`config.mk`:
```
export PLATFORM = sky130hd
export DESIGN_NAME = source_text_tokenizer_top
export DESIGN_NICKNAME = d
export VERILOG_FILES = /design/src/rtl/stt_pkg.sv /design/src/rtl/source_text_tokenizer_top.sv /design/src/rtl/stt_front.sv /design/src/rtl/stt_queue.sv /design/src/rtl/stt_back.sv
export VERILOG_INCLUDE_DIRS = /design/src /design/src/rtl
export SDC_FILE = /design/constraint.sdc
export NUM_CORES = 1
export LEC_CHECK = 0
export BUFFER_PORTS_ARGS = -buffer_cell sky130_fd_sc_hd__buf_4
export CELL_PAD_IN_SITES_DETAIL_PLACEMENT = 0
export CELL_PAD_IN_SITES_GLOBAL_PLACEMENT = 2
export CORE_MARGIN = 10
export CORE_UTILIZATION = 42
export CTS_CLUSTER_DIAMETER = 30
export DETAILED_ROUTE_END_ITERATION = 8
export PLACE_DENSITY_LB_ADDON = 0.15
export SKIP_CTS_REPAIR_TIMING = 1
export SYNTH_ARGS = -nofsm -noshare
export SYNTH_HDL_FRONTEND = slang
export SYNTH_SLANG_ARGS = --single-unit
```
`constraint.sdc`:
```
create_clock -name clk -period 3.9 [get_ports clk]
set_input_delay 0 -clock clk [delete_from_list [all_inputs] [get_ports clk]]
set_output_delay 0 -clock clk [all_outputs]
set_load 0.005 [all_outputs]
```
`src/rtl/source_text_tokenizer_top_assert.svh`:
```
// Assertion macros for the source text tokenizer.
`ifndef SOURCE_TEXT_TOKENIZER_TOP_ASSERT_SVH
`define SOURCE_TEXT_TOKENIZER_TOP_ASSERT_SVH
`ifndef SYNTH
`define STT_ASSERT_NOW(label, ante, cons) \
	label: assert property (@(posedge clk) disable iff (!arst_n) (ante) |-> (cons)) \
		else $error("tokenizer check failed");
`define STT_ASSERT_NEXT(label, ante, cons) \
	label: assert property (@(posedge clk) disable iff (!arst_n) (ante) |=> (cons)) \
		else $error("tokenizer check failed");
`else
`define STT_ASSERT_NOW(label, ante, cons)
`define STT_ASSERT_NEXT(label, ante, cons)
`endif
`endif

```
`src/rtl/stt_pkg.sv`:
```
// Shared types, constants and helper functions for the source text tokenizer.
package stt_pkg;

	localparam int MAX_TOKEN_LENGTH = 255;
	localparam logic [7:0] LEN_LIMIT =
		(MAX_TOKEN_LENGTH > 255) ? 8'd255 : 8'(MAX_TOKEN_LENGTH);

	localparam int NUM_KW = 12;
	localparam int KW_MAX_LEN = 6;
	localparam logic [NUM_KW-1:0] ALL_KW = '1;

	localparam int QDEPTH = 4;
	localparam int QPTR_W = $clog2(QDEPTH);

	typedef logic [4:0] kind_t;
	typedef logic [7:0] len_t;

	typedef enum logic [2:0] {
		MODE_IDLE    = 3'd0,
		MODE_IDENT   = 3'd1,
		MODE_NUMBER  = 3'd2,
		MODE_STRING  = 3'd3,
		MODE_COMMENT = 3'd4,
		MODE_ERROR   = 3'd5
	} lex_mode_t;

	localparam kind_t KIND_EOF     = 5'd0;
	localparam kind_t KIND_TYPE    = 5'd1;
	localparam kind_t KIND_IDENT   = 5'd2;
	localparam kind_t KIND_NUMBER  = 5'd3;
	localparam kind_t KIND_DOT     = 5'd4;
	localparam kind_t KIND_EQ      = 5'd5;
	localparam kind_t KIND_COMMA   = 5'd6;
	localparam kind_t KIND_PLUS    = 5'd7;
	localparam kind_t KIND_MINUS   = 5'd8;
	localparam kind_t KIND_SLASH   = 5'd9;
	localparam kind_t KIND_STAR    = 5'd10;
	localparam kind_t KIND_LT      = 5'd11;
	localparam kind_t KIND_GT      = 5'd12;
	localparam kind_t KIND_LBRACE  = 5'd13;
	localparam kind_t KIND_RBRACE  = 5'd14;
	localparam kind_t KIND_LPAREN  = 5'd15;
	localparam kind_t KIND_RPAREN  = 5'd16;
	localparam kind_t KIND_STRING  = 5'd17;
	localparam kind_t KIND_UNKNOWN = 5'd18;
	localparam kind_t KIND_UNTERM  = 5'd19;

	localparam logic [7:0] CH_NUL    = 8'h00;
	localparam logic [7:0] CH_LF     = 8'h0a;
	localparam logic [7:0] CH_CR     = 8'h0d;
	localparam logic [7:0] CH_DQUOTE = 8'h22;
	localparam logic [7:0] CH_SQUOTE = 8'h27;
	localparam logic [7:0] CH_HASH   = 8'h23;
	localparam logic [7:0] CH_DOT    = 8'h2e;

	localparam logic [7:0] KW_TEXT [NUM_KW][KW_MAX_LEN] = '{
		'{"i", "n", "t", 8'h00, 8'h00, 8'h00},
		'{"f", "l", "o", "a", "t", 8'h00},
		'{"s", "t", "r", "i", "n", "g"},
		'{"a", "r", "r", "a", "y", 8'h00},
		'{"j", "s", "o", "n", 8'h00, 8'h00},
		'{"r", "e", "g", "e", "x", 8'h00},
		'{"f", "n", 8'h00, 8'h00, 8'h00, 8'h00},
		'{"h", "e", "x", 8'h00, 8'h00, 8'h00},
		'{"a", "u", "t", "o", 8'h00, 8'h00},
		'{"a", "n", "y", 8'h00, 8'h00, 8'h00},
		'{"n", "u", "l", "l", 8'h00, 8'h00},
		'{"n", "o", "n", "e", 8'h00, 8'h00}
	};
	localparam len_t KW_LEN [NUM_KW] = '{
		8'd3, 8'd5, 8'd6, 8'd5, 8'd4, 8'd5, 8'd2, 8'd3, 8'd4, 8'd3, 8'd4, 8'd4
	};

	typedef struct packed {
		logic  two;
		kind_t kind0;
		len_t  len0;
		kind_t kind1;
		len_t  len1;
	} entry_t;

	typedef struct packed {
		logic push;
		logic in_error;
	} front_stat_t;

	function automatic logic is_space(input logic [7:0] c);
		return (c == 8'h20) || (c >= 8'h09 && c <= 8'h0d);
	endfunction

	function automatic logic is_alpha(input logic [7:0] c);
		return (c >= "a" && c <= "z") || (c >= "A" && c <= "Z");
	endfunction

	function automatic logic is_digit(input logic [7:0] c);
		return c >= "0" && c <= "9";
	endfunction

	function automatic len_t len_inc(input len_t n);
		return (n < LEN_LIMIT) ? n + 8'd1 : n;
	endfunction

	function automatic kind_t op_kind(input logic [7:0] c);
		kind_t k;
		unique case (c)
			"=":     k = KIND_EQ;
			",":     k = KIND_COMMA;
			"+":     k = KIND_PLUS;
			"-":     k = KIND_MINUS;
			"/":     k = KIND_SLASH;
			"*":     k = KIND_STAR;
			"<":     k = KIND_LT;
			">":     k = KIND_GT;
			"{":     k = KIND_LBRACE;
			"}":     k = KIND_RBRACE;
			"(":     k = KIND_LPAREN;
			")":     k = KIND_RPAREN;
			default: k = KIND_EOF;
		endcase
		return k;
	endfunction

	// Keyword characters past a keyword's end read as NUL, which never matches here.
	function automatic logic [NUM_KW-1:0] kw_filter(input logic [NUM_KW-1:0] cand,
			input len_t pos, input logic [7:0] c);
		logic [NUM_KW-1:0] r;
		r = cand;
		for (int i = 0; i < NUM_KW; i++) begin
			if (!(pos < KW_LEN[i] && KW_TEXT[i][pos[2:0]] == c))
				r[i] = 1'b0;
		end
		return r;
	endfunction

	function automatic logic kw_hit(input logic [NUM_KW-1:0] cand, input len_t n);
		logic h;
		h = 1'b0;
		for (int i = 0; i < NUM_KW; i++) begin
			if (cand[i] && KW_LEN[i] == n)
				h = 1'b1;
		end
		return h;
	endfunction

endpackage

```
`src/rtl/source_text_tokenizer_top.sv`:
```
// Each accepted byte's token entry is written into the token queue; the output presents the queue head.
// One byte is accepted per cycle while the four-entry token queue has room.
// A byte that causes two tokens is given out as two transactions; the output
// side thus sets the sustained rate for such input.
// Reset clears the lexer to idle mode and empties the queue at once.
`include "source_text_tokenizer_top_assert.svh"
module source_text_tokenizer_top import stt_pkg::*; (
	input  logic       clk,
	input  logic       arst_n,
	input  logic       in_valid,
	output logic       in_ready,
	input  logic [7:0] char_in,
	output logic       out_valid,
	input  logic       out_ready,
	output logic [4:0] token_kind,
	output logic [7:0] token_length,
	output logic       last_of_run
);

	entry_t      push_data, head;
	front_stat_t fstat;
	logic        q_full, q_empty, pop, accept;

	assign in_ready = !q_full;
	assign accept   = in_valid && in_ready;

	stt_front u_front (
		.clk       (clk),
		.arst_n    (arst_n),
		.accept    (accept),
		.char_in   (char_in),
		.push_data (push_data),
		.stat      (fstat)
	);

	stt_queue u_queue (
		.clk       (clk),
		.arst_n    (arst_n),
		.push      (fstat.push),
		.push_data (push_data),
		.pop       (pop),
		.head      (head),
		.full      (q_full),
		.empty     (q_empty)
	);

	stt_back u_back (
		.clk          (clk),
		.arst_n       (arst_n),
		.head         (head),
		.empty        (q_empty),
		.pop          (pop),
		.out_valid    (out_valid),
		.out_ready    (out_ready),
		.token_kind   (token_kind),
		.token_length (token_length),
		.last_of_run  (last_of_run)
	);

	`STT_ASSERT_NEXT(a_push_fills, fstat.push, !q_empty)
	`STT_ASSERT_NEXT(a_error_sticky, fstat.in_error, fstat.in_error)
	`STT_ASSERT_NOW(a_error_silent, fstat.in_error, !fstat.push)

endmodule

```
`src/rtl/stt_front.sv`:
```
// Front end: accepts source bytes, tracks lexer state and builds token entries.
module stt_front import stt_pkg::*; (
	input  logic        clk,
	input  logic        arst_n,
	input  logic        accept,
	input  logic [7:0]  char_in,
	output entry_t      push_data,
	output front_stat_t stat
);

	lex_mode_t         mode_q, mode_n;
	logic              quote_q, quote_n;
	logic [NUM_KW-1:0] cand_q, cand_n;
	len_t              len_q, len_n;
	logic              dig_q, dig_n;

	lex_mode_t         sb_mode;
	logic              sb_quote, sb_dig, sb_emit;
	logic [NUM_KW-1:0] sb_cand;
	len_t              sb_len_n, sb_len;
	kind_t             sb_kind, op_k;

	logic  r0_v, r1_v;
	kind_t r0_kind, r1_kind;
	len_t  r0_len, r1_len;

	assign op_k = op_kind(char_in);

	// byte handling from idle
	always_comb begin
		sb_mode  = MODE_IDLE;
		sb_quote = quote_q;
		sb_dig   = dig_q;
		sb_cand  = cand_q;
		sb_len_n = len_q;
		sb_emit  = 1'b0;
		sb_kind  = KIND_EOF;
		sb_len   = '0;
		if (is_space(char_in)) begin
			sb_mode = MODE_IDLE;
		end else if (char_in == CH_NUL) begin
			sb_emit = 1'b1;
		end else if (is_alpha(char_in)) begin
			sb_mode  = MODE_IDENT;
			sb_cand  = kw_filter(ALL_KW, '0, char_in);
			sb_len_n = len_inc('0);
		end else if (is_digit(char_in) || char_in == CH_DOT) begin
			sb_mode  = MODE_NUMBER;
			sb_dig   = is_digit(char_in);
			sb_len_n = len_inc('0);
		end else if (op_k != KIND_EOF) begin
			sb_emit = 1'b1;
			sb_kind = op_k;
			sb_len  = 8'd1;
		end else if (char_in == CH_SQUOTE || char_in == CH_DQUOTE) begin
			sb_mode  = MODE_STRING;
			sb_quote = (char_in == CH_DQUOTE);
			sb_len_n = '0;
		end else if (char_in == CH_HASH) begin
			sb_mode = MODE_COMMENT;
		end else begin
			sb_emit = 1'b1;
			sb_kind = KIND_UNKNOWN;
			sb_len  = 8'd1;
			sb_mode = MODE_ERROR;
		end
	end

	// next lexer state
	always_comb begin
		mode_n  = mode_q;
		quote_n = quote_q;
		cand_n  = cand_q;
		len_n   = len_q;
		dig_n   = dig_q;
		unique case (mode_q)
			MODE_ERROR: begin
				mode_n = MODE_ERROR;
			end
			MODE_IDENT: begin
				if (is_alpha(char_in) || is_digit(char_in)) begin
					cand_n = kw_filter(cand_q, len_q, char_in);
					len_n  = len_inc(len_q);
				end else begin
					mode_n  = sb_mode;
					quote_n = sb_quote;
					cand_n  = sb_cand;
					len_n   = sb_len_n;
					dig_n   = sb_dig;
				end
			end
			MODE_NUMBER: begin
				if (is_digit(char_in) || char_in == CH_DOT) begin
					if (is_digit(char_in))
						dig_n = 1'b1;
					len_n = len_inc(len_q);
				end else begin
					mode_n  = sb_mode;
					quote_n = sb_quote;
					cand_n  = sb_cand;
					len_n   = sb_len_n;
					dig_n   = sb_dig;
				end
			end
			MODE_STRING: begin
				if (char_in == (quote_q ? CH_DQUOTE : CH_SQUOTE))
					mode_n = MODE_IDLE;
				else if (char_in == CH_NUL)
					mode_n = MODE_ERROR;
				else
					len_n = len_inc(len_q);
			end
			MODE_COMMENT: begin
				if (char_in == CH_NUL || char_in == CH_LF || char_in == CH_CR)
					mode_n = MODE_IDLE;
			end
			default: begin
				mode_n  = sb_mode;
				quote_n = sb_quote;
				cand_n  = sb_cand;
				len_n   = sb_len_n;
				dig_n   = sb_dig;
			end
		endcase
	end

	// token entry for this byte
	always_comb begin
		r0_v    = 1'b0;
		r0_kind = KIND_EOF;
		r0_len  = '0;
		r1_v    = 1'b0;
		r1_kind = KIND_EOF;
		r1_len  = '0;
		unique case (mode_q)
			MODE_ERROR: begin
				r0_v = 1'b0;
			end
			MODE_IDENT: begin
				if (!(is_alpha(char_in) || is_digit(char_in))) begin
					r0_v    = 1'b1;
					r0_kind = kw_hit(cand_q, len_q) ? KIND_TYPE : KIND_IDENT;
					r0_len  = len_q;
					r1_v    = sb_emit;
					r1_kind = sb_kind;
					r1_len  = sb_len;
				end
			end
			MODE_NUMBER: begin
				if (!(is_digit(char_in) || char_in == CH_DOT)) begin
					r0_v    = 1'b1;
					r0_kind = (!dig_q && len_q == 8'd1) ? KIND_DOT : KIND_NUMBER;
					r0_len  = len_q;
					r1_v    = sb_emit;
					r1_kind = sb_kind;
					r1_len  = sb_len;
				end
			end
			MODE_STRING: begin
				if (char_in == (quote_q ? CH_DQUOTE : CH_SQUOTE)) begin
					r0_v    = 1'b1;
					r0_kind = KIND_STRING;
					r0_len  = len_q;
				end else if (char_in == CH_NUL) begin
					r0_v    = 1'b1;
					r0_kind = KIND_UNTERM;
					r0_len  = len_q;
				end
			end
			MODE_COMMENT: begin
				if (char_in == CH_NUL)
					r0_v = 1'b1;
			end
			default: begin
				r0_v    = sb_emit;
				r0_kind = sb_kind;
				r0_len  = sb_len;
			end
		endcase
	end

	assign push_data.two   = r1_v;
	assign push_data.kind0 = r0_kind;
	assign push_data.len0  = r0_len;
	assign push_data.kind1 = r1_kind;
	assign push_data.len1  = r1_len;

	assign stat.push     = accept && r0_v;
	assign stat.in_error = (mode_q == MODE_ERROR);

	always_ff @(posedge clk or negedge arst_n) begin
		if (!arst_n) begin
			mode_q  <= MODE_IDLE;
			quote_q <= 1'b0;
			cand_q  <= ALL_KW;
			len_q   <= '0;
			dig_q   <= 1'b0;
		end else if (accept) begin
			mode_q  <= mode_n;
			quote_q <= quote_n;
			cand_q  <= cand_n;
			len_q   <= len_n;
			dig_q   <= dig_n;
		end
	end

endmodule

```
`src/rtl/stt_queue.sv`:
```
// Short queue of token entries between the front and back ends.
module stt_queue import stt_pkg::*; (
	input  logic   clk,
	input  logic   arst_n,
	input  logic   push,
	input  entry_t push_data,
	input  logic   pop,
	output entry_t head,
	output logic   full,
	output logic   empty
);

	entry_t            mem_q [QDEPTH];
	logic [QPTR_W-1:0] wr_ptr_q, rd_ptr_q;
	logic [QPTR_W:0]   count_q;

	assign full  = (count_q == (QPTR_W+1)'(QDEPTH));
	assign empty = (count_q == '0);
	assign head  = mem_q[rd_ptr_q];

	always_ff @(posedge clk) begin
		if (push)
			mem_q[wr_ptr_q] <= push_data;
	end

	always_ff @(posedge clk or negedge arst_n) begin
		if (!arst_n) begin
			wr_ptr_q <= '0;
			rd_ptr_q <= '0;
			count_q  <= '0;
		end else begin
			if (push)
				wr_ptr_q <= wr_ptr_q + 1'b1;
			if (pop)
				rd_ptr_q <= rd_ptr_q + 1'b1;
			if (push && !pop)
				count_q <= count_q + 1'b1;
			else if (pop && !push)
				count_q <= count_q - 1'b1;
		end
	end

endmodule

```
`src/rtl/stt_back.sv`:
```
// Back end: serializes each queued entry into one or two result transactions.
module stt_back import stt_pkg::*; (
	input  logic   clk,
	input  logic   arst_n,
	input  entry_t head,
	input  logic   empty,
	output logic   pop,
	output logic   out_valid,
	input  logic   out_ready,
	output kind_t  token_kind,
	output len_t   token_length,
	output logic   last_of_run
);

	logic phase_q;

	assign out_valid    = !empty;
	assign token_kind   = phase_q ? head.kind1 : head.kind0;
	assign token_length = phase_q ? head.len1 : head.len0;
	assign last_of_run  = !head.two || phase_q;
	assign pop          = out_valid && out_ready && last_of_run;

	always_ff @(posedge clk or negedge arst_n) begin
		if (!arst_n)
			phase_q <= 1'b0;
		else if (out_valid && out_ready)
			phase_q <= !last_of_run;
	end

endmodule

```
### Word-level counts from Yosys, hierarchy flattened

Memory sizes are Yosys's and may differ from the RTL's.
Index checks and enable logic that the tools add are counted.

| storage, ports and cells | value |
|---|---|
| flip-flop bits (word level) | 33 |
| latch bits | 0 |
| bits in writable memories | 108 |
| ROM bits | 768 |
| input port bits | 12 |
| output and inout port bits | 16 |
| word-level logic and storage cells | 360 |
| memories | 13 |

Memory list:

| name | depth | width | rd ports | clocked after Yosys merged registers in | write ports | line | RTL |
|---|---|---|---|---|---|---|---|
| u_queue.mem_q | 4 | 27 | 1 | 0 | 1 | stt_queue.sv:13 | `entry_t mem_q [QDEPTH];` |
| (no name shown) | 8 | 8 | 1 | 0 | 0 | stt_pkg.sv:129 | `if (!(pos < KW_LEN[i] && KW_TEXT[i][pos[2:0]] == c))` |
| (no name shown) | 8 | 8 | 1 | 0 | 0 | stt_pkg.sv:129 |  |
| (no name shown) | 8 | 8 | 1 | 0 | 0 | stt_pkg.sv:129 |  |
| (no name shown) | 8 | 8 | 1 | 0 | 0 | stt_pkg.sv:129 |  |
| (no name shown) | 8 | 8 | 1 | 0 | 0 | stt_pkg.sv:129 |  |
| +7 memories | n/a | n/a | n/a | n/a | n/a | n/a |  |

| operators by class | value |
|---|---|
| add/sub/neg operators | 5 |
| multiply operators | 0 |
| divide/modulo/power cells | 0 |
| order comparisons | 15 |
| equality and inequality tests | 71 |
| shift-type cells | 0 |
| multiplexer cells | 161 |
| bitwise gates (word level) | 3 |
| reduce and logical (&&, ||, !) cells | 72 |

Operator list:

| cell | count |
|---|---|
| $mux 8 | 48 |
| $eq 8x6->1 const B | 15 |
| $eq 8x8->1 | 13 |
| $mux 5 | 14 |
| $mux 1 | 66 |
| $eq 7x8->1 const A | 8 |
| $pmux 8 s4 | 2 |
| $mux 12 | 5 |
| $pmux 5 s12 | 1 |
| $reduce_and 4->1 | 15 |
| $mux 3 | 15 |
| $ne 3x3->1 const B | 12 |
| $pmux 12 s3 | 1 |
| $logic_and 1x1->1 | 35 |
| $eq 3x8->1 const A | 3 |
| $lt 8x3->1 const B | 3 |
| $pmux 5 s4 | 1 |
| $eq 2x8->1 const A | 2 |
| $eq 8x4->1 const B | 2 |
| $eq 8x7->1 const B | 2 |
| $ge 8x7->1 const B | 2 |
| $le 8x7->1 const B | 2 |
| $lt 8x2->1 const B | 2 |
| $pmux 8 s2 | 1 |
| other kinds (35) | 57 |

### Depth between registers and ports, before layout

| depth | value |
|---|---|
| word-level depth | 19 |
| depth in mapped cells | 13 |

### Hierarchy

From an unflattened synthesis, not the netlist that was laid out.

| second synthesis, totals | value |
|---|---|
| cell total of the unflattened synthesis | 714 |
| area, all modules | 8308.0 µm² |

By module, submodules not included:

| module | instances | cells an instance | area each (µm²) | sequential area each (µm²) |
|---|---|---|---|---|
| stt_queue | 1 | 175 | 4299.1 | 3418.3 |
| stt_front | 1 | 515 | 3726.1 | 640.6 |
| stt_back | 1 | 22 | 272.8 | 25.0 |
| source_text_tokenizer_top | 1 | 2 | 10.0 | 0.0 |

### Worst setup path after synthesis

Ideal clock, no wire load.

| path | value |
|---|---|
| kind | reg-to-reg |
| start | register u_front.mode_q[2] |
| end | register u_queue.count_q[2] |
| data arrival time | 2.900 ns |
| path slack | 0.921 ns |
| stages on the path, launching flop included | 13 |
| path buffers | 1 |
| cells stage by stage | dfrtp_1 -> clkbuf_1 -> nand2b_1 -> nor2_1 -> a21boi_1 -> nor3b_2 -> a221oi_4 -> ha_1 -> inv_1 -> fa_1 -> xor2_1 -> nor2_1 -> xor2_1 |

| between the ends | value |
|---|---|
| longest elaborated chain between the ends | 6 |
| elaborated cells on any way between the ends | 12 |

Ends and longest elaborated chain:

| element | line | RTL |
|---|---|---|
| start: declaration | stt_front.sv:11 | `lex_mode_t mode_q, mode_n;` |
| start signal: assignment | stt_front.sv:199 | `mode_q <= mode_n;` |
| $eq 3x3->1, or another cell as far along | stt_front.sv:135 | `unique case (mode_q)` |
| $pmux 1 s5 (*) | stt_front.sv:135 |  |
| $logic_and 1x1->1 (*) | stt_front.sv:188 | `assign stat.push = accept && r0_v;` |
| via u_queue.push | stt_queue.sv:5 | `input logic push,` |
| $logic_not 1->1 | stt_queue.sv:38 | `else if (pop && !push)` |
| $logic_and 1x1->1 | stt_queue.sv:38 |  |
| $reduce_bool 2->1 (no source line) | n/a |  |
| end signal: assignment | stt_queue.sv:37 | `count_q <= count_q + 1'b1;` |
| end signal: assignment | stt_queue.sv:39 | `count_q <= count_q - 1'b1;` |
| end: declaration | stt_queue.sv:15 | `logic [QPTR_W:0] count_q;` |

The timed path passes the listed nets; every way through them passes the cells marked *.
A chain may end at the register's enable or synchronous reset.

### Worst setup path after layout

Ends and elaborated chain as after synthesis.

==> reports/results.txt <==
worst r2r path cells = 11
RSZ-0062 raised after global routing = no
WL final = 19.5 mm
drt via density = 5.95
WP data arrival = 3.65 ns
number of synthesized flops with an enable pin = 80
initial antenna violation count = 0
sequential power share = 30.7%
via count = 5317
Initial Util = 43.1%
syn nets = 674
Peak Freq = 302 MHz
GPL Wtd Cong = 0.885
vias in the first global route = 5420
period utilization = 84.9%
Clock Sinks = 113
P_int = 3.42 mW
Sw Pwr = 1.95 mW
clock group share of total power = 28.2%
Slew HR = 44.3%
register area share after synthesis = 47.0%
Nets = 690
final routed DRC violation total = 0
master of the slowest instance on the critical path = a21boi_1
Setup Skew = 0.0187 ns
Synth Cell Area = 6900 um2
critical path's largest stage delay = 0.61 ns
gr ovfl total = 0
Die Area = 21900 um2
CTS tree = yes
Die Width = 148 um
Max-cap violations = 0
first drt pass iteration count = 5
Commonest cells post-synth = 80 x edfxtp_1, 48 x nor2_1, 44 x nand2_1
Crit path max-delay family = compound AO/OA/AOI/OAI gates
WS Path Type = register to register
ANT nets after route = 0
crit-path max FO = 10
peak supply drop = 435 uV
CP Depth = 11
WP buf/inv = 1
Rows = 46
Worst Tran Pin Value = 0.830 ns
post-synth cell types = 75
Core Box Area = 16000 um2
drt wl/cell = 21.8 um
boundary pin count = 28
Req. time, crit path = 4.23 ns
Setup Viol. Count Final = 0
Main synth FF type = edfxtp_1
failing checks = hold timing
post-synth top area share = 34.8%
flops & latches, synth = 113
pin count of the biggest net entering global routing = 37
worst-skew pair later-pin latency = 0.42 ns
Yosys top cell by area = edfxtp_1
Tightest Hold Check Type = primary input to register
setup TNS = 0 ns
Antenna diodes = 0
Util after Layout = 49.4%
Leak = 2.78 nW
Logic pwr share = 41.1%
Final Max Slew Viols = 0
Synthesis Warnings = 0
TritonCTS buffer count = 17
status = finished, violations left
H-tree depth = 4
HPWL after DPL = 13.8 mm
Total GRT Usage = 17.9%
layout cells sized above 1 = 19.9%
Filler cells = 1470
crit path cell chain = nand2b_1 > nor2_1 > a21boi_1 > nor3b_2 > a221oi_4 > ha_1 > inv_1 > fa_1 > xor2_1 > nor2_1 > xor2_1
first-pass GRT wire length = 31.0 mm
initial drt markers = 315
Worst setup SP type = register
maximum buffer depth of the clock tree = 2
clk slew on worst S/H paths = 0.06 ns
Layout area overhead = 14.6%
CTS Root Cell = clkbuf_16
Hold Crit Depth = 3
Synth async-reset ratio = 29.2%
most frequent cell after synthesis = edfxtp_1
Cells after Synth = 648
Hold Slack = -0.0111 ns
critical path endpoint category = register
Tot Pwr = 5.37 mW
PortBufs = 27
pre-CTS WS = 0.574 ns
die height = 148 um
final hold vios = 1
Synth Area per Inst = 10.6 um2
min cycle time layout = 3.31 ns
Synth area leaders = edfxtp_1 35%, dfrtp_1 7.6%, mux4_2 6.5%
post-route worst setup slack = 0.590 ns
Power Dens Cells = 679 nW/um2
Sw Share = 36.3%
## state kept, by name (all words and copies together) (netlist names)
signal            cells
u_front.mode_q        3
u_queue.mem_q        80
u_front.cand_q       12
u_back.phase_q        1
u_queue.count_q       3
u_queue.wr_ptr_q      2
u_queue.rd_ptr_q      2
u_front.dig_q         1
u_front.len_q         8
u_front.quote_q       1
## worst paths after layout
path	start	end	slack [ns]
worst max-delay path	u_front.mode_q[2]	u_queue.count_q[2]	0.59
worst min-delay path	in_valid	u_front.dig_q	-0.01
worst max register to register	u_front.mode_q[2]	u_queue.count_q[2]	0.59
worst min register to register	u_front.cand_q[4]	u_front.cand_q[4]	0.47
max in group asynchronous	arst_n	u_front.cand_q[0]	3.43
min in group asynchronous	arst_n	u_queue.rd_ptr_q[0]	0.10
## final cells by class
type	instances	area (um2)	area share [%]
well taps	216	270	3.42
repair buffers	45	343	4.34
flip-flops and latches	113	3240	41.0
clock buffers	17	425	5.38
multi-input cells	469	3400	43.0
clock inverters	15	159	2.01
inverters	18	67.6	0.855
## through the flow
stage	hold slack, ns	instance area, um2	instances
floorplan	-0.296	6900	648
global placement	-0.00561	7300	859
detailed placement	-0.00235	7300	859
CTS	-0.438	7880	891
global route	0.00998	7900	893
finish	-0.0111	7900	893
## worst register-to-register path: stages, from the launching register on
cell	delay [ns]
dfrtp_1	0.47
nand2b_1	0.24
nor2_1	0.15
a21boi_1	0.61
nor3b_2	0.24
a221oi_4	0.44
ha_1	0.26
inv_1	0.06
fa_1	0.37
xor2_1	0.15
nor2_1	0.11
xor2_1	0.17
## placed cells by master, fill, tap and decap left out, drive strengths merged, types with 6 or more instances in the layout
cell / instances
and3: 9
and2: 7
nand3: 20
inv: 19
nand2b: 12
o21ai: 29
mux4: 20
nor2: 48
mux2: 10
o22ai: 9
or3: 13
o21a: 6
nor3b: 9
nand2: 44
dfrtp: 21
o31ai: 6
xor2: 12
ha: 13
o211ai: 9
a21oi: 34
nand4: 6
buf: 43
clkinv: 9
clkbuf: 17
xnor2: 16
edfxtp: 80
dfstp: 12
nor3: 24
or4: 6
nor4: 8
nor2b: 23
a31oi: 9
## routing by layer
metal	up-vias	global-route usage, %	part of all wire (%)
li1	2488	-	-
met1	2671	21.7	43
met2	126	30.7	51
met3	32	3.13	3.4
met4	0	7.78	2.8
met5	-	0	0
## kinds of logic after synthesis
family / synth area share, %
xor gates and xnor gates: 3.56
buffers and inverters: 3.74
DFF: 47.0
muxes: 8.36
and+or+nand+nor: 19.7
AOI/OAI and AO/OA: 15.0
adders and majority gates: 2.65
## power groups by stage
stage / clock network [mW] / logic [mW] / registers [mW]
after detailed placement: 0 / 2.22 / 1.67
after floorplan: 0 / 1.55 / 1.62
after CTS: 1.54 / 2.23 / 1.65
after global routing: 1.60 / 2.43 / 1.67
after global placement: 0 / 2.21 / 1.66
final: 1.51 / 2.20 / 1.65
(Power assumes the default switching activity.)
